**config.mk**
```make
export PLATFORM = sky130hd
export DESIGN_NAME = rqla_ctrl
export DESIGN_NICKNAME = d
export VERILOG_FILES = /design/src/rtl/core/rqla_pkg.sv /design/src/rtl/core/rqla_ctrl.sv
export SDC_FILE = /design/constraint.sdc
export NUM_CORES = 1
export LEC_CHECK = 0
export ABC_AREA = 1
export BUFFER_PORTS_ARGS = -buffer_cell sky130_fd_sc_hd__buf_2
export CAP_MARGIN = 20
export CORE_MARGIN = 4
export CORE_UTILIZATION = 30
export CTS_BUF_LIST = sky130_fd_sc_hd__clkbuf_2
export DETAILED_ROUTE_END_ITERATION = 16
export GPL_ROUTABILITY_DRIVEN = 0
export SLEW_MARGIN = 0
export SYNTH_ARGS = -nofsm -noshare
export SYNTH_HDL_FRONTEND = slang
export SYNTH_SLANG_ARGS = --single-unit
```
**constraint.sdc**
```tcl
create_clock -name clk -period 1.5 [get_ports clk]
set_input_delay 0.3 -clock clk [delete_from_list [all_inputs] [get_ports clk]]
set_output_delay 0.3 -clock clk [all_outputs]
set_load 0.01 [all_outputs]
```
**src/rtl/core/rqla_pkg.sv**
```systemverilog
// Shared types, constants and codes for the run-queue load averager.
// No dependencies; imported by the controller, the datapath and the top level.
package rqla_pkg;

    localparam int NUM_CPUS_DEF = 8;
    localparam int CPU_IDX_W    = 6;
    localparam int TIME_W       = 64;
    localparam int COUNT_W      = 16;
    localparam int AVG_W        = 31;
    localparam int PROD_W       = TIME_W + COUNT_W;
    localparam int DIV_STEPS    = AVG_W;
    localparam int DIV_CNT_W    = 5;

    localparam logic [COUNT_W-1:0] AVG_SCALE = 16'd100;
    localparam logic [COUNT_W-1:0] COUNT_MAX = 16'hFFFF;
    localparam logic [AVG_W-1:0]   AVG_MAX   = 31'h7FFF_FFFF;

    localparam logic CMD_UPDATE = 1'b0;
    localparam logic CMD_QUERY  = 1'b1;

    typedef enum logic [3:0] {
        DP_NOP,
        DP_LOAD,
        DP_READ,
        DP_ELAPSED,
        DP_MUL_LO,
        DP_MUL_HI,
        DP_MUL_SUM,
        DP_ACC_PROD,
        DP_WRITE,
        DP_DIV_INIT,
        DP_DIV_STEP,
        DP_RESULT
    } dp_op_t;

    typedef enum logic [3:0] {
        S_IDLE,
        S_DECODE,
        S_READ,
        S_ELAPSED,
        S_MUL_LO,
        S_MUL_HI,
        S_MUL_SUM,
        S_ACC_PROD,
        S_WRITE,
        S_SC_LO,
        S_SC_HI,
        S_SC_SUM,
        S_DIV_INIT,
        S_DIV_STEP,
        S_RESULT
    } rqla_state_t;

    typedef struct packed {
        dp_op_t               op;
        logic [CPU_IDX_W-1:0] cpu;
        logic                 scale;   // multiplier runs 100 * total
        logic                 zero;    // result is zero (no time since last query)
    } dp_cmd_t;

    typedef struct packed {
        logic is_query;
        logic in_range;
        logic span_zero;
    } dp_status_t;

endpackage

```
**src/rtl/core/rqla_ctrl.sv**
```systemverilog
// Sequencer for the run-queue load averager: walks CPUs, multiplies, divides.
// Depends on rqla_pkg; drives rqla_dp through dp_cmd_t and reads dp_status_t.
module rqla_ctrl #(
    parameter int NUM_CPUS = rqla_pkg::NUM_CPUS_DEF
) (
    input  logic                 clk,
    input  logic                 rst_n,
    input  logic                 in_valid,
    output logic                 in_ready,
    output logic                 out_valid,
    input  logic                 out_ready,
    input  rqla_pkg::dp_status_t status,
    output rqla_pkg::dp_cmd_t    dp_cmd
);
    import rqla_pkg::*;

    localparam int CPU_W = (NUM_CPUS > 1) ? $clog2(NUM_CPUS) : 1;
    localparam logic [CPU_W-1:0] LAST_CPU = CPU_W'(NUM_CPUS - 1);

    rqla_state_t          state_reg, state_next;
    logic [CPU_W-1:0]     cpu_cnt_reg, cpu_cnt_next;
    logic [DIV_CNT_W-1:0] div_cnt_reg, div_cnt_next;
    logic                 zero_reg, zero_next;
    logic                 out_valid_reg, out_valid_next;
    logic                 out_free;

    assign out_free  = !out_valid_reg || out_ready;
    assign out_valid = out_valid_reg;

    always_ff @(posedge clk or negedge rst_n)
    begin
        if (!rst_n)
        begin
            state_reg     <= S_IDLE;
            cpu_cnt_reg   <= '0;
            div_cnt_reg   <= '0;
            zero_reg      <= 1'b0;
            out_valid_reg <= 1'b0;
        end
        else
        begin
            state_reg     <= state_next;
            cpu_cnt_reg   <= cpu_cnt_next;
            div_cnt_reg   <= div_cnt_next;
            zero_reg      <= zero_next;
            out_valid_reg <= out_valid_next;
        end
    end

    // next state
    always_comb
    begin
        state_next     = state_reg;
        cpu_cnt_next   = cpu_cnt_reg;
        div_cnt_next   = div_cnt_reg;
        zero_next      = zero_reg;
        out_valid_next = out_ready ? 1'b0 : out_valid_reg;
        case (state_reg)
            S_IDLE:
            begin
                if (in_valid)
                    state_next = S_DECODE;
            end
            S_DECODE:
            begin
                if (!status.is_query && !status.in_range)
                    state_next = S_IDLE;
                else if (status.is_query && status.span_zero)
                begin
                    zero_next  = 1'b1;
                    state_next = S_RESULT;
                end
                else
                begin
                    zero_next    = 1'b0;
                    cpu_cnt_next = '0;
                    state_next   = S_READ;
                end
            end
            S_READ:     state_next = S_ELAPSED;
            S_ELAPSED:  state_next = S_MUL_LO;
            S_MUL_LO:   state_next = S_MUL_HI;
            S_MUL_HI:   state_next = S_MUL_SUM;
            S_MUL_SUM:  state_next = S_ACC_PROD;
            S_ACC_PROD: state_next = S_WRITE;
            S_WRITE:
            begin
                if (!status.is_query)
                    state_next = S_IDLE;
                else if (cpu_cnt_reg == LAST_CPU)
                    state_next = S_SC_LO;
                else
                begin
                    cpu_cnt_next = cpu_cnt_reg + 1'b1;
                    state_next   = S_READ;
                end
            end
            S_SC_LO:    state_next = S_SC_HI;
            S_SC_HI:    state_next = S_SC_SUM;
            S_SC_SUM:   state_next = S_DIV_INIT;
            S_DIV_INIT:
            begin
                div_cnt_next = '0;
                state_next   = S_DIV_STEP;
            end
            S_DIV_STEP:
            begin
                if (div_cnt_reg == DIV_CNT_W'(DIV_STEPS - 1))
                    state_next = S_RESULT;
                else
                    div_cnt_next = div_cnt_reg + 1'b1;
            end
            S_RESULT:
            begin
                if (out_free)
                begin
                    out_valid_next = 1'b1;
                    state_next     = S_IDLE;
                end
            end
            default:    state_next = S_IDLE;
        endcase
    end

    // outputs
    always_comb
    begin
        in_ready     = 1'b0;
        dp_cmd.op    = DP_NOP;
        dp_cmd.cpu   = CPU_IDX_W'(cpu_cnt_reg);
        dp_cmd.scale = 1'b0;
        dp_cmd.zero  = zero_reg;
        case (state_reg)
            S_IDLE:
            begin
                in_ready  = 1'b1;
                dp_cmd.op = in_valid ? DP_LOAD : DP_NOP;
            end
            S_DECODE:   dp_cmd.op = DP_NOP;
            S_READ:     dp_cmd.op = DP_READ;
            S_ELAPSED:  dp_cmd.op = DP_ELAPSED;
            S_MUL_LO:   dp_cmd.op = DP_MUL_LO;
            S_MUL_HI:   dp_cmd.op = DP_MUL_HI;
            S_MUL_SUM:  dp_cmd.op = DP_MUL_SUM;
            S_ACC_PROD: dp_cmd.op = DP_ACC_PROD;
            S_WRITE:    dp_cmd.op = DP_WRITE;
            S_SC_LO:
            begin
                dp_cmd.op    = DP_MUL_LO;
                dp_cmd.scale = 1'b1;
            end
            S_SC_HI:
            begin
                dp_cmd.op    = DP_MUL_HI;
                dp_cmd.scale = 1'b1;
            end
            S_SC_SUM:
            begin
                dp_cmd.op    = DP_MUL_SUM;
                dp_cmd.scale = 1'b1;
            end
            S_DIV_INIT: dp_cmd.op = DP_DIV_INIT;
            S_DIV_STEP: dp_cmd.op = DP_DIV_STEP;
            S_RESULT:   dp_cmd.op = out_free ? DP_RESULT : DP_NOP;
            default:    dp_cmd.op = DP_NOP;
        endcase
    end

    a_result_waits: assert property (@(posedge clk) disable iff (!rst_n)
        (state_reg == S_RESULT && !out_free) |=> (state_reg == S_RESULT))
        else $error("result dropped while output word still pending");

    a_result_shows: assert property (@(posedge clk) disable iff (!rst_n)
        (state_reg == S_RESULT && out_free) |=> out_valid_reg)
        else $error("loaded result not presented");

    a_div_bound: assert property (@(posedge clk) disable iff (!rst_n)
        (state_reg == S_DIV_STEP) |-> (div_cnt_reg < DIV_CNT_W'(DIV_STEPS)))
        else $error("divider step count overran");

    a_cpu_bound: assert property (@(posedge clk) disable iff (!rst_n)
        cpu_cnt_reg <= LAST_CPU)
        else $error("CPU walk past last entry");

    a_idle_holds: assert property (@(posedge clk) disable iff (!rst_n)
        (state_reg == S_IDLE && !in_valid) |=> (state_reg == S_IDLE))
        else $error("left idle without an input word");

endmodule

```
==> metrics.cfg <==
[run_status]
run_status = complete, but fails checks
violations = negative setup slack

[drt]
antenna_violating_nets_post_route = 0
met2WireLength_mm = 1.30
route.met3.wl_um = 51
detail_route.drc_violations = 0
met1Wirelength_mm = 1.18
viasPerCell = 4.50
detail_route.iter0.violations = 70
highest-signal-layer = met4
postRouteWirelength_mm = 2.60
num_vias = 1099
drt_pass_1_iters = 4
wl_per_cell_um = 10.7

[clock_network]
cts_buffers = 3
cts-htree-levels = 1
worstSkewPairLatency_ns = 0.27
ctsRootBufferMaster = clkbuf_2
clkTransAtPathRegs_ns = 0.13
clock_tree_buffer_depth = 2
cts.sink_count = 14
cts_tree = done

[timing]
final.min_clock_period_ns = 1.76
finalCritPeriodShare_pct = 117
finClkSkew_ns = 0.00223
final.hold.worst_slack_ns = 0.323
fmax_mhz = 568
final_critical_path_setup_slack_ns = -0.259
finalMaxSlewViolations = 0
finalHoldViolations = 0
unrepaired_setup_endpoints_after_global_routing = yes
setup_violations = 9

[floorplan]
coreArea_mm2 = 0.00334
floorplan.initialDensity_pct = 30.9
floorplan.die.height_um = 66.6
row_count = 21
fp.dieW_um = 66.6
io_pins = 21
die-area_mm2 = 0.00444

[setup_path]
worst-endpoint-arrival_ns = 1.46
crit_end_category = primary output
criticalPathCategory = register to primary output
path_max_fanout = 6
startpoint_type = register
crit_required_ns = 1.20
worst_reg_to_reg_cells = 11

[yosys]
yosys_warnings = 0
synth-edff-count = 0
synth.avg_cell_area_um2 = 6.57
synth_sequential_area_ratio_pct = 34.0
post_synth_inst_count = 157
yosys_most_used_dff = dfrtp_1
synth-async-reset-ratio_pct = 100
synth_cell_type_count = 23
ys_seq_elements = 14
synthesis.area_mm2 = 0.00103

[layout]
leading_cell_type_in_the_layout_fill_and_taps_excluded = nand2_1
drive_gt1_share_pct = 40.9
number_of_antenna_diodes = 0
multi_input_area_um2 = 642
postLayoutCellArea_mm2 = 0.00144
highest_count_cells_in_the_layout_ignoring_fill_and_taps = nand2_1 (50), buf_4 (20), inv_1 (16), buf_2 (16)
num-nets-final = 211
n_fill_cell = 358
largest_reg_flops = 5
syn_to_layout_area_delta_pct = 39.6
ff_latch_area_um2 = 355

[global_route]
grt_pass1_vias = 1044
grt_use_total_pct = 12.5
grt_remaining_overflow = 0
grt_antenna_before_repair = 0
grt_max_degree = 15
global_route_wire_length_before_repair_mm = 4.31

[pwr]
p_per_area_mw_per_mm2 = 1630
total_power_w = 0.00235
static-leakage-power_nw = 0.831
max-vdd-ir-drop_mv = 0.333

[placed_design]
place_area_mm2 = 0.00120
dp.final_hpwl_mm = 1.82
numPortBuffers = 17

[flow_run]
max_cap_violations = 0

[min_path]
hold_path.class = input port to register
worst_hold_path.num_cells = 4

cell families (layout without fill, tap and decap cells):
group / count (synthesis) / after routing / synth area share, %
adders and majority gates: 4 / 4 / 4.85
DFF: 14 / 14 / 34.0
AOI/OAI and AO/OA: 9 / 9 / 4.98
buffers and inverters: 28 / 67 / 11.6
other: 1 / 3 / 0.364
and+or+nand+nor: 101 / 101 / 44.2
routing by layer:
layer  vias to the layer above  GRT usage, %
li1                        567             -
met1                       506          15.3
met2                        19          20.8
met3                         7         0.843
met4                         0          8.38
met5                         -             0
critical path: stages (launching register included):
cell and delay, ns:
dfrtp_2 0.51, nor2_4 0.17, nand2_2 0.08, inv_2 0.05
nand2_2 0.05, nand2_2 0.07, inv_2 0.04, o211ai_1 0.07
buf_2 0.15
cell type report:
| type | instances | share of cell area, % |
|---|---|---|
| multi-input cells | 117 | 44.6 |
| clock buffers | 3 | 1.04 |
| flip-flops and latches | 14 | 24.7 |
| repair buffers | 40 | 19.0 |
| well taps | 46 | 4.00 |
| inverters | 24 | 6.61 |
per-stage QoR:
step | setup slack [ns] | TNS (ns) | util [%] | std cells
6_report | -0.259 | -1.62 | 43.1 | 244
5_1_grt | -0.382 | -2.92 | 43.1 | 244
4_1_cts | -0.250 | -1.43 | 41.6 | 243
3_5_place_dp | -0.0118 | -0.0118 | 35.8 | 224
3_3_place_gp | -0.0286 | -0.0409 | 35.8 | 224
2_1_floorplan | 0.113 | 0 | - | 159
final timing paths:
check                                         start                        to  slack (ns)
min in group asynchronous                     rst_n       out_valid$_DFF_PN0_        0.44
max in group asynchronous                     rst_n  state_reg[3]$_DFFE_PN0P_        0.79
max                        state_reg[0]$_DFFE_PN0P_                 dp_cmd[9]       -0.26
min reg2reg                    zero_reg$_DFFE_PN0P_      zero_reg$_DFFE_PN0P_        0.49
max reg2reg                state_reg[0]$_DFFE_PN0P_  state_reg[2]$_DFFE_PN0P_       -0.16
min                                       out_ready       out_valid$_DFF_PN0_        0.32
synth_stat cells (all sizes together), types with 2 or more instances:
library cell / number / area [um^2]
ha: 4 / 50.1
dfrtp: 14 / 350
nand2: 63 / 256
nand3: 11 / 60.1
buf: 4 / 30.0
o21ai: 3 / 15.0
nor2: 18 / 82.6
inv: 24 / 90.1
a21oi: 3 / 15.0
or2: 2 / 12.5
nand4: 5 / 31.3
power breakdown:
| group | internal, W | total [W] | switching [W] |
|---|---|---|---|
| Sequential | 0.000519 | 0.000703 | 0.000183 |
| Combinational | 0.000644 | 0.00148 | 0.000834 |
| Clock | 0.0000545 | 0.000171 | 0.000117 |
what timing repair did:
item | CTS | global route
hold buffers | 1 | 0
pin swaps | 8 | 7
setup buffers | 15 | 1
hold endpoints to repair | 14 | 0
gates resized for setup | 23 | 17
setup endpoints to repair | 6 | 13
(Power assumes the default switching activity.)
